--- src/rtl/qs_pkg.sv ---
`timescale 1ns / 1ps
`default_nettype none
// ----------------------------------------------------------------------------
// qs_pkg: shared definitions of the quicksort sorter
// Data widths, the default capacity and the sequencer state type.
// ----------------------------------------------------------------------------
package qs_pkg;

  // Width of one element and of one sorted result.
  localparam int unsigned VALUE_W = 32;

  // Default capacity of the element buffer.
  localparam int unsigned MAX_ELEMENTS_DEF = 64;

  // Sequencer states: load, partition passes, range stack and drain.
  typedef enum logic [3:0] {
    ST_LOAD,
    ST_START,
    ST_POP,
    ST_RANGE,
    ST_PIV_A,
    ST_PIV_B,
    ST_SCAN,
    ST_CMP,
    ST_SWP_A,
    ST_SWP_B,
    ST_FIN_A,
    ST_FIN_B,
    ST_EMIT_RD,
    ST_EMIT_LD
  } qs_state_e;

endpackage
`default_nettype wire

--- src/rtl/qs_if.sv ---
`timescale 1ns / 1ps
`default_nettype none
// ----------------------------------------------------------------------------
// qs_if: stream channels of the quicksort sorter
// Element channel into the sorter and result channel out of it, each with a
// valid/ready handshake.
// ----------------------------------------------------------------------------
interface qs_in_if;
  import qs_pkg::*;

  logic               valid;
  logic               ready;
  logic [VALUE_W-1:0] value;
  logic               final_item;

  modport source (output valid, output value, output final_item, input ready);
  modport sink   (input valid, input value, input final_item, output ready);
endinterface

interface qs_out_if;
  import qs_pkg::*;

  logic               valid;
  logic               ready;
  logic [VALUE_W-1:0] sorted_value;
  logic               end_of_run;
  logic               dropped;

  modport source (output valid, output sorted_value, output end_of_run,
                  output dropped, input ready);
  modport sink   (input valid, input sorted_value, input end_of_run,
                  input dropped, output ready);
endinterface
`default_nettype wire

--- src/rtl/qs_ram.sv ---
`timescale 1ns / 1ps
`default_nettype none
// ----------------------------------------------------------------------------
// qs_ram: generic simple dual-port RAM
// One write port and one read port; read data is registered.
// ----------------------------------------------------------------------------
module qs_ram #(
  parameter int unsigned WIDTH = 32,
  parameter int unsigned DEPTH = 64,
  localparam int unsigned AW   = (DEPTH > 1) ? $clog2(DEPTH) : 1
) (
  input  wire logic             clk_i,
  input  wire logic             we_i,
  input  wire logic [AW-1:0]    waddr_i,
  input  wire logic [WIDTH-1:0] wdata_i,
  input  wire logic [AW-1:0]    raddr_i,
  output logic      [WIDTH-1:0] rdata_o
);

  logic [WIDTH-1:0] mem_q [DEPTH];

  // Write port and registered read port.
  always_ff @(posedge clk_i) begin
    if (we_i) begin
      mem_q[waddr_i] <= wdata_i;
    end
    rdata_o <= mem_q[raddr_i];
  end

endmodule
`default_nettype wire

--- src/rtl/quicksort_sorter.sv ---
`timescale 1ns / 1ps
`default_nettype none
// ----------------------------------------------------------------------------
// quicksort_sorter: buffered in-place quicksort of a set of signed integers
// Collects elements into a RAM, sorts them by quicksort with a middle pivot
// and a stack of pending ranges, then streams them out in ascending order.
// ----------------------------------------------------------------------------
//
//   Channel  Dir  Beat contents                         Accepted when
//   in_i     in   value, final_item                     valid && ready
//   out_o    out  sorted_value, end_of_run, dropped     valid && ready
//
// Elements load at one beat per cycle; the closing beat starts the sort in the element RAM.
// A partition pass reads the pivot, scans the range and swaps pairs, and a range is popped between passes,
// all through the single read port and the single write port of the RAM.
// The drain then reads each result from the RAM and loads it into the result register.
// Reset clears the sequencer only; the RAM needs no clearing pass. A stall on out_o holds the
// result register and pauses the drain; in_i is ready once the last result is registered.
// ----------------------------------------------------------------------------
module quicksort_sorter #(
  parameter int unsigned MAX_ELEMENTS = qs_pkg::MAX_ELEMENTS_DEF
) (
  input  wire logic clk_i,
  input  wire logic rst_ni,
  qs_in_if.sink     in_i,
  qs_out_if.source  out_o
);
  import qs_pkg::*;

  localparam int unsigned IW  = (MAX_ELEMENTS > 1) ? $clog2(MAX_ELEMENTS) : 1;
  localparam int unsigned CW  = $clog2(MAX_ELEMENTS + 1);
  localparam int unsigned STK = IW + 1;
  localparam int unsigned SW  = $clog2(STK);
  localparam int unsigned SPW = $clog2(STK + 1);

  qs_state_e state_q, state_d;

  logic [CW-1:0]  count_q, count_d;
  logic           ovf_q, ovf_d;
  logic [IW-1:0]  lo_q, lo_d, hi_q, hi_d;
  logic [IW-1:0]  i_q, i_d, place_q, place_d, k_q, k_d;
  logic [SPW-1:0] sp_q, sp_d;
  logic signed [VALUE_W-1:0] pivot_q, pivot_d, val_q, val_d;

  logic [IW-1:0] stk_lo_q [STK];
  logic [IW-1:0] stk_hi_q [STK];
  logic          push_en;
  logic [IW-1:0] push_lo, push_hi;
  logic [SPW-1:0] sp_m1;

  logic                out_valid_q, out_valid_d;
  logic [VALUE_W-1:0]  out_value_q;
  logic                out_last_q, out_drop_q;
  logic                out_load, out_last_d;

  logic                ram_we;
  logic [IW-1:0]       ram_waddr, ram_raddr;
  logic [VALUE_W-1:0]  ram_wdata, ram_rdata;

  logic          in_fire;
  logic [IW-1:0] mid, left_n, right_n;

  // Element RAM holding the set, sorted in place.
  qs_ram #(
    .WIDTH (VALUE_W),
    .DEPTH (MAX_ELEMENTS)
  ) u_elem_ram (
    .clk_i   (clk_i),
    .we_i    (ram_we),
    .waddr_i (ram_waddr),
    .wdata_i (ram_wdata),
    .raddr_i (ram_raddr),
    .rdata_o (ram_rdata)
  );

  // Handshake and range arithmetic.
  assign in_i.ready = (state_q == ST_LOAD);
  assign in_fire    = in_i.valid && in_i.ready;
  assign mid        = lo_q + ((hi_q - lo_q) >> 1);
  assign left_n     = place_q - lo_q;
  assign right_n    = hi_q - place_q;
  assign sp_m1      = sp_q - SPW'(1);
  assign out_last_d = ((CW'(k_q) + CW'(1)) == count_q);

  // Output register toward the result channel.
  assign out_o.valid        = out_valid_q;
  assign out_o.sorted_value = out_value_q;
  assign out_o.end_of_run   = out_last_q;
  assign out_o.dropped      = out_drop_q;

  // Next state and datapath control of the sort sequencer.
  always_comb begin
    state_d   = state_q;
    count_d   = count_q;
    ovf_d     = ovf_q;
    lo_d      = lo_q;
    hi_d      = hi_q;
    i_d       = i_q;
    place_d   = place_q;
    k_d       = k_q;
    sp_d      = sp_q;
    pivot_d   = pivot_q;
    val_d     = val_q;
    push_en   = 1'b0;
    push_lo   = lo_q;
    push_hi   = hi_q;
    out_load  = 1'b0;
    ram_we    = 1'b0;
    ram_waddr = i_q;
    ram_wdata = ram_rdata;
    ram_raddr = k_q;

    case (state_q)
      ST_LOAD: begin
        if (in_fire) begin
          if (count_q < CW'(MAX_ELEMENTS)) begin
            ram_we    = 1'b1;
            ram_waddr = count_q[IW-1:0];
            ram_wdata = in_i.value;
            count_d   = count_q + CW'(1);
          end else begin
            ovf_d = 1'b1;
          end
          if (in_i.final_item) begin
            state_d = ST_START;
          end
        end
      end

      ST_START: begin
        sp_d = '0;
        k_d  = '0;
        if (count_q > CW'(1)) begin
          lo_d    = '0;
          hi_d    = IW'(count_q - CW'(1));
          state_d = ST_RANGE;
        end else begin
          state_d = ST_EMIT_RD;
        end
      end

      // Take the next pending range, or drain when none is left.
      ST_POP: begin
        if (sp_q == '0) begin
          k_d     = '0;
          state_d = ST_EMIT_RD;
        end else begin
          lo_d    = stk_lo_q[sp_m1[SW-1:0]];
          hi_d    = stk_hi_q[sp_m1[SW-1:0]];
          sp_d    = sp_m1;
          state_d = ST_RANGE;
        end
      end

      ST_RANGE: begin
        ram_raddr = mid;
        state_d   = ST_PIV_A;
      end

      ST_PIV_A: begin
        pivot_d   = ram_rdata;
        ram_raddr = hi_q;
        state_d   = ST_PIV_B;
      end

      // The pivot stays in a register; the top entry moves to the middle.
      ST_PIV_B: begin
        ram_we    = 1'b1;
        ram_waddr = mid;
        ram_wdata = ram_rdata;
        i_d       = lo_q;
        place_d   = lo_q;
        state_d   = ST_SCAN;
      end

      ST_SCAN: begin
        if (i_q == hi_q) begin
          ram_raddr = place_q;
          state_d   = ST_FIN_A;
        end else begin
          ram_raddr = i_q;
          state_d   = ST_CMP;
        end
      end

      ST_CMP: begin
        val_d = ram_rdata;
        if ($signed(ram_rdata) < pivot_q) begin
          if (i_q == place_q) begin
            i_d     = i_q + IW'(1);
            place_d = place_q + IW'(1);
            state_d = ST_SCAN;
          end else begin
            ram_raddr = place_q;
            state_d   = ST_SWP_A;
          end
        end else begin
          i_d     = i_q + IW'(1);
          state_d = ST_SCAN;
        end
      end

      ST_SWP_A: begin
        ram_we    = 1'b1;
        ram_waddr = i_q;
        ram_wdata = ram_rdata;
        state_d   = ST_SWP_B;
      end

      ST_SWP_B: begin
        ram_we    = 1'b1;
        ram_waddr = place_q;
        ram_wdata = val_q;
        i_d       = i_q + IW'(1);
        place_d   = place_q + IW'(1);
        state_d   = ST_SCAN;
      end

      ST_FIN_A: begin
        ram_we    = 1'b1;
        ram_waddr = hi_q;
        ram_wdata = ram_rdata;
        state_d   = ST_FIN_B;
      end

      // Pivot lands at its place; push the larger side, keep the smaller.
      ST_FIN_B: begin
        ram_we    = 1'b1;
        ram_waddr = place_q;
        ram_wdata = pivot_q;
        state_d   = ST_POP;
        if (left_n > right_n) begin
          if (left_n > IW'(1) && sp_q < SPW'(STK)) begin
            push_en = 1'b1;
            push_lo = lo_q;
            push_hi = place_q - IW'(1);
            sp_d    = sp_q + SPW'(1);
          end
          if (right_n > IW'(1)) begin
            lo_d    = place_q + IW'(1);
            state_d = ST_RANGE;
          end
        end else begin
          if (right_n > IW'(1) && sp_q < SPW'(STK)) begin
            push_en = 1'b1;
            push_lo = place_q + IW'(1);
            push_hi = hi_q;
            sp_d    = sp_q + SPW'(1);
          end
          if (left_n > IW'(1)) begin
            hi_d    = place_q - IW'(1);
            state_d = ST_RANGE;
          end
        end
      end

      // Drain: read once the output register is free, then load it.
      ST_EMIT_RD: begin
        ram_raddr = k_q;
        if (!out_valid_q || out_o.ready) begin
          state_d = ST_EMIT_LD;
        end
      end

      ST_EMIT_LD: begin
        out_load = 1'b1;
        if (out_last_d) begin
          count_d = '0;
          ovf_d   = 1'b0;
          state_d = ST_LOAD;
        end else begin
          k_d     = k_q + IW'(1);
          state_d = ST_EMIT_RD;
        end
      end

      default: begin
        state_d = ST_LOAD;
      end
    endcase
  end

  // Output valid follows loads and accepted beats.
  always_comb begin
    if (out_load) begin
      out_valid_d = 1'b1;
    end else if (out_valid_q && out_o.ready) begin
      out_valid_d = 1'b0;
    end else begin
      out_valid_d = out_valid_q;
    end
  end

  // Control registers.
  always_ff @(posedge clk_i or negedge rst_ni) begin
    if (!rst_ni) begin
      state_q     <= ST_LOAD;
      count_q     <= '0;
      ovf_q       <= 1'b0;
      sp_q        <= '0;
      out_valid_q <= 1'b0;
    end else begin
      state_q     <= state_d;
      count_q     <= count_d;
      ovf_q       <= ovf_d;
      sp_q        <= sp_d;
      out_valid_q <= out_valid_d;
    end
  end

  // Range bounds, scan pointers and payload registers.
  always_ff @(posedge clk_i) begin
    lo_q    <= lo_d;
    hi_q    <= hi_d;
    i_q     <= i_d;
    place_q <= place_d;
    k_q     <= k_d;
    pivot_q <= pivot_d;
    val_q   <= val_d;
    if (push_en) begin
      stk_lo_q[sp_q[SW-1:0]] <= push_lo;
      stk_hi_q[sp_q[SW-1:0]] <= push_hi;
    end
    if (out_load) begin
      out_value_q <= ram_rdata;
      out_last_q  <= out_last_d;
      out_drop_q  <= ovf_q;
    end
  end

`ifndef SYNTHESIS
  // The element count never exceeds the buffer capacity.
  a_count_bound : assert property (@(posedge clk_i) disable iff (!rst_ni)
    count_q <= CW'(MAX_ELEMENTS))
    else $error("element count above capacity");

  // A partition pass only starts on a range of at least two elements.
  a_range_size : assert property (@(posedge clk_i) disable iff (!rst_ni)
    (state_q == ST_RANGE) |-> (lo_q < hi_q))
    else $error("partition range with fewer than two elements");

  // During a scan the pointers stay ordered inside the range.
  a_scan_order : assert property (@(posedge clk_i) disable iff (!rst_ni)
    (state_q == ST_SCAN) |-> (lo_q <= place_q && place_q <= i_q && i_q <= hi_q))
    else $error("scan pointers out of order");

  // The range stack is deep enough that no push is ever skipped.
  a_stack_room : assert property (@(posedge clk_i) disable iff (!rst_ni)
    (state_q == ST_FIN_B) |-> (sp_q < SPW'(STK)))
    else $error("range stack full at a partition end");

  // The last result of a set hands the input back to the load state.
  a_last_reload : assert property (@(posedge clk_i) disable iff (!rst_ni)
    (state_q == ST_EMIT_LD && out_last_d) |=> (state_q == ST_LOAD && count_q == '0))
    else $error("set not closed after its last result");
`endif

endmodule
`default_nettype wire
--- src/flat_wrapper.sv ---
// flat-port wrapper written by rule: the top's interface ports become plain ports
module quicksort_sorter_flat import qs_pkg::*;
#(
  parameter int unsigned MAX_ELEMENTS = qs_pkg::MAX_ELEMENTS_DEF
)
  (clk_i, rst_ni, in_i_valid, in_i_value, in_i_final_item, in_i_ready, out_o_valid, out_o_sorted_value, out_o_end_of_run, out_o_dropped, out_o_ready);
  qs_in_if in_i_i ();
  qs_out_if out_o_i ();
  input  wire logic clk_i;
  input  wire logic rst_ni;
  input wire logic [$bits(in_i_i.valid)-1:0] in_i_valid;
  input wire logic [$bits(in_i_i.value)-1:0] in_i_value;
  input wire logic [$bits(in_i_i.final_item)-1:0] in_i_final_item;
  output wire logic [$bits(in_i_i.ready)-1:0] in_i_ready;
  output wire logic [$bits(out_o_i.valid)-1:0] out_o_valid;
  output wire logic [$bits(out_o_i.sorted_value)-1:0] out_o_sorted_value;
  output wire logic [$bits(out_o_i.end_of_run)-1:0] out_o_end_of_run;
  output wire logic [$bits(out_o_i.dropped)-1:0] out_o_dropped;
  input wire logic [$bits(out_o_i.ready)-1:0] out_o_ready;
  assign in_i_i.valid = in_i_valid;
  assign in_i_i.value = in_i_value;
  assign in_i_i.final_item = in_i_final_item;
  assign in_i_ready = in_i_i.ready;
  assign out_o_valid = out_o_i.valid;
  assign out_o_sorted_value = out_o_i.sorted_value;
  assign out_o_end_of_run = out_o_i.end_of_run;
  assign out_o_dropped = out_o_i.dropped;
  assign out_o_i.ready = out_o_ready;
  quicksort_sorter #(.MAX_ELEMENTS(MAX_ELEMENTS)) u_core (.clk_i(clk_i), .rst_ni(rst_ni), .in_i(in_i_i), .out_o(out_o_i));
endmodule
--- config.mk ---
export PLATFORM = sky130hd
export DESIGN_NAME = quicksort_sorter_flat
export DESIGN_NICKNAME = d
export VERILOG_FILES = /design/src/rtl/qs_pkg.sv /design/src/rtl/qs_if.sv /design/src/rtl/qs_ram.sv /design/src/rtl/quicksort_sorter.sv /design/src/flat_wrapper.sv
export SDC_FILE = /design/constraint.sdc
export NUM_CORES = 2
export LEC_CHECK = 0
export BUFFER_PORTS_ARGS = -buffer_cell sky130_fd_sc_hd__buf_2
export CAP_MARGIN = 20
export CORE_ASPECT_RATIO = 0.5
export CORE_MARGIN = 2
export CORE_UTILIZATION = 30
export DETAILED_ROUTE_END_ITERATION = 6
export GPL_ROUTABILITY_DRIVEN = 1
export HOLD_SLACK_MARGIN = 0.1
export PLACE_DENSITY = 0.55
export SYNTH_ARGS = -nofsm -noshare
export SYNTH_HDL_FRONTEND = slang
export SYNTH_SLANG_ARGS = --single-unit
export TNS_END_PERCENT = 10
--- constraint.sdc ---
create_clock -name clk_i -period 6 [get_ports clk_i]
set_clock_uncertainty 0.15 [all_clocks]
set_input_delay 0.9 -clock clk_i [delete_from_list [all_inputs] [get_ports clk_i]]
set_output_delay 0.9 -clock clk_i [all_outputs]
set_load 0.005 [all_outputs]
Yosys cells after proc, flatten, opt, wreduce, memory -nomap -nowiden. Memories as Yosys holds them, arrays and structs flattened. A register that Yosys moved wholly into a read port is not among the register bits. Index checks and enable logic that the tools add are counted.

Word-level logic and storage cells: 173. RAM bits: 2132. Output and inout port bits: 36. Memories: 3. Input port bits: 37. Register bits after elaboration: 144.

Memory list: u_core.u_elem_ram.mem_q (words 64, width 32, rd ports 1, clocked after memory_dff 1, write ports 1, RTL line qs_ram.sv:20) `logic [WIDTH-1:0] mem_q [DEPTH];`; u_core.stk_hi_q (words 7, width 6, rd ports 1, clocked after memory_dff 0, write ports 1, RTL line quicksort_sorter.sv:46) `logic [IW-1:0] stk_hi_q [STK];`; u_core.stk_lo_q (words 7, width 6, rd ports 1, clocked after memory_dff 0, write ports 1, RTL line quicksort_sorter.sv:45) `logic [IW-1:0] stk_lo_q [STK];`.

$add $sub $neg: 13. Muxes and demuxes: 75. Order comparisons: 7. Reductions and logical operators: 25. Eq/ne operators: 35.

Operator list (number): 2-to-1 mux 6 bit (25); one-hot mux 32 bit (3 select lines) (1); one-hot mux 6 bit (3 select lines) (5); 2-to-1 mux 32 bit (2); one-hot mux 4 bit (13 select lines) (1); one-hot mux 6 bit (4 select lines) (2); 2-to-1 mux 4 bit (10); less-than comparator 32 bit (1); equality test 4 bit (second input constant) (6); 2-to-1 mux 7 bit (3); adder 6 x 1 -> 6 bit (second input constant) (3); 2-to-1 mux 1 bit (18); inequality test 2 x 1 -> 1 bit (second input constant) (9); subtractor 6 bit (3); equality test 4 x 3 -> 1 bit (second input constant) (4); inequality test 2 bit (second input constant) (7); one-hot mux 7 bit (2 select lines) (1); equality test 6 bit (2); greater-than comparator 6 x 1 -> 1 bit (second input constant) (2); 2-to-1 mux 3 bit (4); AND reduction 4 bit (3); subtractor 6 x 1 -> 6 bit (second input constant) (2); AND reduction 5 bit (2); one-hot mux 3 bit (3 select lines) (1); other kinds (26) (38).

Longest topological paths before layout.
Depth after elaboration: 8. Depth in mapped cells: 23. Gate-level depth less buffers: 20.

Cells and area by module. From an unflattened synthesis, not the netlist that was laid out.

Cell total of the unflattened synthesis: 4431. Area total of the unflattened synthesis: 91103.6 um2.

Modules (own cells, without submodules): qs_ram (times used 1, sequential area each 62139.6 um2, cells an instance 3324, area an instance 78519.1 um2); quicksort_sorter (times used 1, sequential area each 6766.5 um2, cells an instance 1107, area an instance 12584.6 um2).

Least setup slack after synthesis. Ideal clock, no wire load.

Path type: reg2reg. Start: register u_core.lo_q[1]. End: memory u_core.u_elem_ram.mem_q[25][0] (enable). Cell stages (with the launch flop): 17. Path slack: 0.941 ns. Required time: 5.429 ns. Buffers on the path: 1. Period minus slack after synthesis: 5.059 ns. Arrival time: 4.487 ns. Setup time: 0.421 ns. Cells stage by stage: edfxtp_1 -> inv_1 -> ha_1 -> nor2b_1 -> o21ai_0 -> nand2b_1 -> xor2_1 -> ha_1 -> o21ai_0 -> o21bai_1 -> a21oi_1 -> xor2_1 -> o211ai_1 -> o21a_1 -> or3_1 -> clkbuf_1 -> nor2_1.

Longest elaborated chain between the ends: 3.

RTL lines: start: declaration (RTL line quicksort_sorter.sv:40) `logic [IW-1:0] lo_q, lo_d, hi_q, hi_d;`; start signal: assignment (RTL line quicksort_sorter.sv:313) `lo_q <= lo_d;`; subtractor 6 bit (RTL line quicksort_sorter.sv:79) `assign mid = lo_q + ((hi_q - lo_q) >> 1);`; adder 6 x 5 -> 6 bit * (RTL line quicksort_sorter.sv:79); one-hot mux 6 bit (4 select lines) * (RTL line quicksort_sorter.sv:113) `case (state_q)`; end: declaration (RTL line qs_ram.sv:20).

Mark *: on every way between the ends. The rest lies on a longest branch, timed or not.

Worst setup path after layout.
Start: register u_core.lo_q[0]. End: register u_core.u_elem_ram.rdata_o[21], read port of u_core.u_elem_ram.mem_q.

Longest elaborated chain between the ends: 3.

RTL lines: subtractor 6 bit (RTL line quicksort_sorter.sv:79); adder 6 x 5 -> 6 bit * (RTL line quicksort_sorter.sv:79); one-hot mux 6 bit (4 select lines) * (RTL line quicksort_sorter.sv:113); end: declaration (RTL line qs_ram.sv:17) `output logic [WIDTH-1:0] rdata_o`.

Marks and branches as above. A chain may end at the register's enable or synchronous reset.

==> summary.txt <==
Routing
  • Wirelength per Cell: 26.7 µm
  • Initial DRC Count: approximately 7300
  • Vias per inst: 5.19
  • DRC viols: 0
  • Detailed Route WL: 277000 µm
  • DR vias: ~54000
  • Routed Antenna Nets: 0
  • DR pass1 iterations: 7

Floorplanning
  • Core ar.: 304000 µm²
  • Die ar.: 310000 µm²
  • Io pins: 73
  • Die span in x: just under 800 µm
  • FP Rows: 143
  • Starting Density: 30.2%
  • Die Height: approximately 400 µm

Worst setup path
  • Endpoint type of the worst setup path: register
  • Slowest cell on the critical path: o21ai_0
  • Crit path DAT: around 6.5 ns
  • Worst Setup Path Type: reg -> reg
  • CP Cell Sequence: ha_1 -> fa_1 -> xnor2_1 -> ha_1 -> a211oi_1 -> nor2_1 -> o21ai_0 -> a21oi_1 -> o21ai_2 -> o22a_1 -> o311a_4 -> nor2_4 -> buf_4 -> nand2_1 -> buf_4 -> o22ai_1 -> o21ai_0 -> nand4_1
  • Worst endpoint required time: 6.56 ns
  • Worst path bufs/invs: 2
  • CP delay by family, top: compound AO/OA/AOI/OAI gates
  • Critical path depth in cells: 18
  • Worst path max stage delay: 0.93 ns
  • R2R depth: 18
  • Startpoint Class: register
  • CP max FO: 26

Synth
  • Synth Area in XOR/XNOR: 0.554%
  • Syn Area/Cell: around 16 µm²
  • Syn Std Cell Area: 91700 µm²
  • Yosys warns: 0
  • Top FF cell, synth: edfxtp_1
  • Fraction of the mapped netlist area in simple logic gates: 8.45%
  • Synth Register Bits: 2308
  • Number of synthesized flops with an enable pin: 2260
  • Most common cell in the synthesized netlist: edfxtp_1
  • Area leader, netlist: edfxtp_1
  • Syn nets: ~6000
  • Gate Count Post-Synth: 5773
  • Largest family of logic cells by synthesized area: simple AND/OR/NAND/NOR gates
  • Yosys cell types: 90
  • Top post-synthesis cells by area: edfxtp_1 (74%), mux2i_1 (4.4%), nand2_1 (3.9%)
  • Top cell type's share of synthesized area: about three quarters
  • Synth Area in Adders: 0.988%
  • Post-synthesis compound-gate area fraction: 5.22%
  • Synth cell count leaders: edfxtp_1 (2260), nand2_1 (943), mux2i_1 (404), nand3_1 (352)
  • Register area share after synthesis: 75.1%
  • Post-synth ARST share: 0.693%
  • Multiplexer share of the synthesized area: 7.55%

STA
  • Tmin final: just under 6 ns
  • Slew Limit Fails: 0
  • Slew @ Worst Pin: 1.20 ns
  • Hold Violations, Final: 0
  • Worst hold slack: 0.193 ns
  • FMAX: 0.169 GHz
  • Final setup vio count: 0
  • Slew HR: between 10% and 20%
  • RSZ-0062 raised after global routing: yes
  • Final period utilization: 98.4%
  • Setup TNS Final: 0 ns

Clock network
  • CTS max path bufs: 4
  • Total CTS buffers: 226
  • Worst-skew pair later-pin latency: slightly below 0.9 ns
  • Clock transition at path regs: 0.06 ns
  • Root Driver: clkbuf_16
  • H-Tree Depth: 4
  • Sink Count: 2308
  • Post-CTS setup buffers: 0
  • CTS tree: built

GRT
  • Initial antenna violation count: 18
  • Global Route Usage Sum: between 10% and 20%
  • Total gr overflow: 0
  • Vias in the first global route: 52500
  • Pin count of the biggest net entering global routing: 65
  • Global-route wire length before repair: 392000 µm

Outcome
  • Status: finished, final reports clean

Place
  • Port Buf Inserts: 72
  • DP Wirelength: roughly 170000 µm
  • RePlAce Congestion: 0.866

Flow run
  • Max cap viols: 0

Cells and area
  • Share of post-route cells with drive strength above 1: about 17%
  • Synth-to-Final Area Change: 17.1%
  • Filler Cell Count: 28600
  • Nets@finish: 6260

Worst hold path
  • Hold Path Cell Cnt: 3
  • Min-Delay Path Class: in -> reg
==> state kept, by name, summed over array words and instances, names as in the netlist <==
name	cells
u_core.sp_q	3
u_core.pivot_q	32
u_core.out_o.dropped	1
u_core.val_q	32
u_core.place_q	6
u_core.state_q	4
u_core.u_elem_ram.mem_q	2048
u_core.count_q	7
u_core.out_o.end_of_run	1
u_core.hi_q	6
u_core.i_q	6
u_core.k_q	6
u_core.out_o.valid	1
u_core.u_elem_ram.rdata_o	32
u_core.ovf_q	1
u_core.out_o.sorted_value	32
u_core.lo_q	6
u_core.stk_hi_q	42
u_core.stk_lo_q	42
==> cell usage in the layout, fill, tap and decap left out, types with 10 or more instances in the layout <==
cell type  netlist  routed
a221oi_1        56      55
ha_1            66      66
nand4_1        139     139
clkinv_2         0      33
mux4_2         126     126
dfrtp_1         16      15
buf_12           0      85
edfxtp_1      2260    2260
nor2b_1         11      11
and3_1          60      59
o22ai_1         56      56
a21o_1          10      10
clkbuf_1       119      49
a21oi_1         81      80
mux2i_1        404     404
xor2_1          23      23
nand3_1        352     320
buf_4           32     325
o21ai_0         92      92
dfxtp_1         32      32
nor2_1         155      86
a31oi_1         30      26
a32oi_1        155     155
clkinv_1         2      64
nand3_2          0      30
bufinv_16        0      11
a22oi_1         78      78
nor3_1          17      12
nor2_4           3      71
inv_1           73      72
nand2_1        943     942
xnor2_1         35      35
clkbuf_16        0     230
and2_1          12      11
a22o_1          29      29
buf_2          133      72
==> per-stage QoR <==
| step | util [%] | instance area, µm² | worst slack (ns) | instances |
|---|---|---|---|---|
| floorplan | - | 91700 | 0.941 | 5773 |
| global placement | 33.0 | 100000 | -0.0727 | 9980 |
| detailed placement | 33.0 | 100000 | -0.0620 | 9981 |
| CTS | 35.3 | 107000 | 0.125 | 10400 |
| global route | 35.3 | 107000 | -0.111 | 10400 |
| finish | 35.3 | 107000 | 0.0968 | 10400 |
==> layout make-up <==
class | instances | area [µm²] | area share, %
sequential | 2308 | 68900 | 64.2
multi-input combinational | 3056 | 21700 | 20.2
clock buffer | 281 | 5970 | 5.56
tap | 4060 | 5080 | 4.73
timing repair buffer | 485 | 4570 | 4.25
clock inverter | 121 | 906 | 0.844
inverter | 76 | 285 | 0.266
antenna | 1 | 2.50 | 0.00233
==> worst min-delay path: stages <==
cell     delay (ns)
buf_2          0.10
nand3_1        0.07
o21ai_0        0.08
==> repair_timing <==
item / 4_1_cts / 5_1_grt
endpoints found under the hold margin: 16 / 0
pin swaps: 0 / 3
endpoints found under the setup margin: 1 / 9
hold buffers: 1 / 0
gates resized for setup: 2 / 7
==> cells by family after synthesis <==
| kind of cell | Yosys count |
|---|---|
| DFF | 2308 |
| and+or+nand+nor | 1739 |
| AOI/OAI and AO/OA | 655 |
| muxes | 534 |
| buffers and inverters | 409 |
| adders and majority gates | 70 |
| xor gates and xnor gates | 58 |
==> worst paths after layout <==
check / startpoint / to / slack, ns
min: in_i_valid / u_core.ovf_q / 0.19
max reg2reg: u_core.lo_q[0] / u_core.u_elem_ram.rdata_o[21] / 0.1
max in group asynchronous: rst_ni / u_core.sp_q[0] / 5.06
min in group asynchronous: rst_ni / u_core.sp_q[2] / 0.35
max: u_core.lo_q[0] / u_core.u_elem_ram.rdata_o[21] / 0.1
min reg2reg: u_core.ovf_q / u_core.out_o.dropped / 0.30
==> routing by layer <==
metal  wire (µm)  track usage, %  part of all wire [%]
met1      120000            24.7                    43
met2      126000            27.0                    45
met5          39               0                 0.014
met4        7860            4.79                   2.8
met3       23600            3.43                   8.5
Power is left out: the tool's default activity adds up to more than one toggle a clock period on the data nets, which glitch-free logic cannot reach.
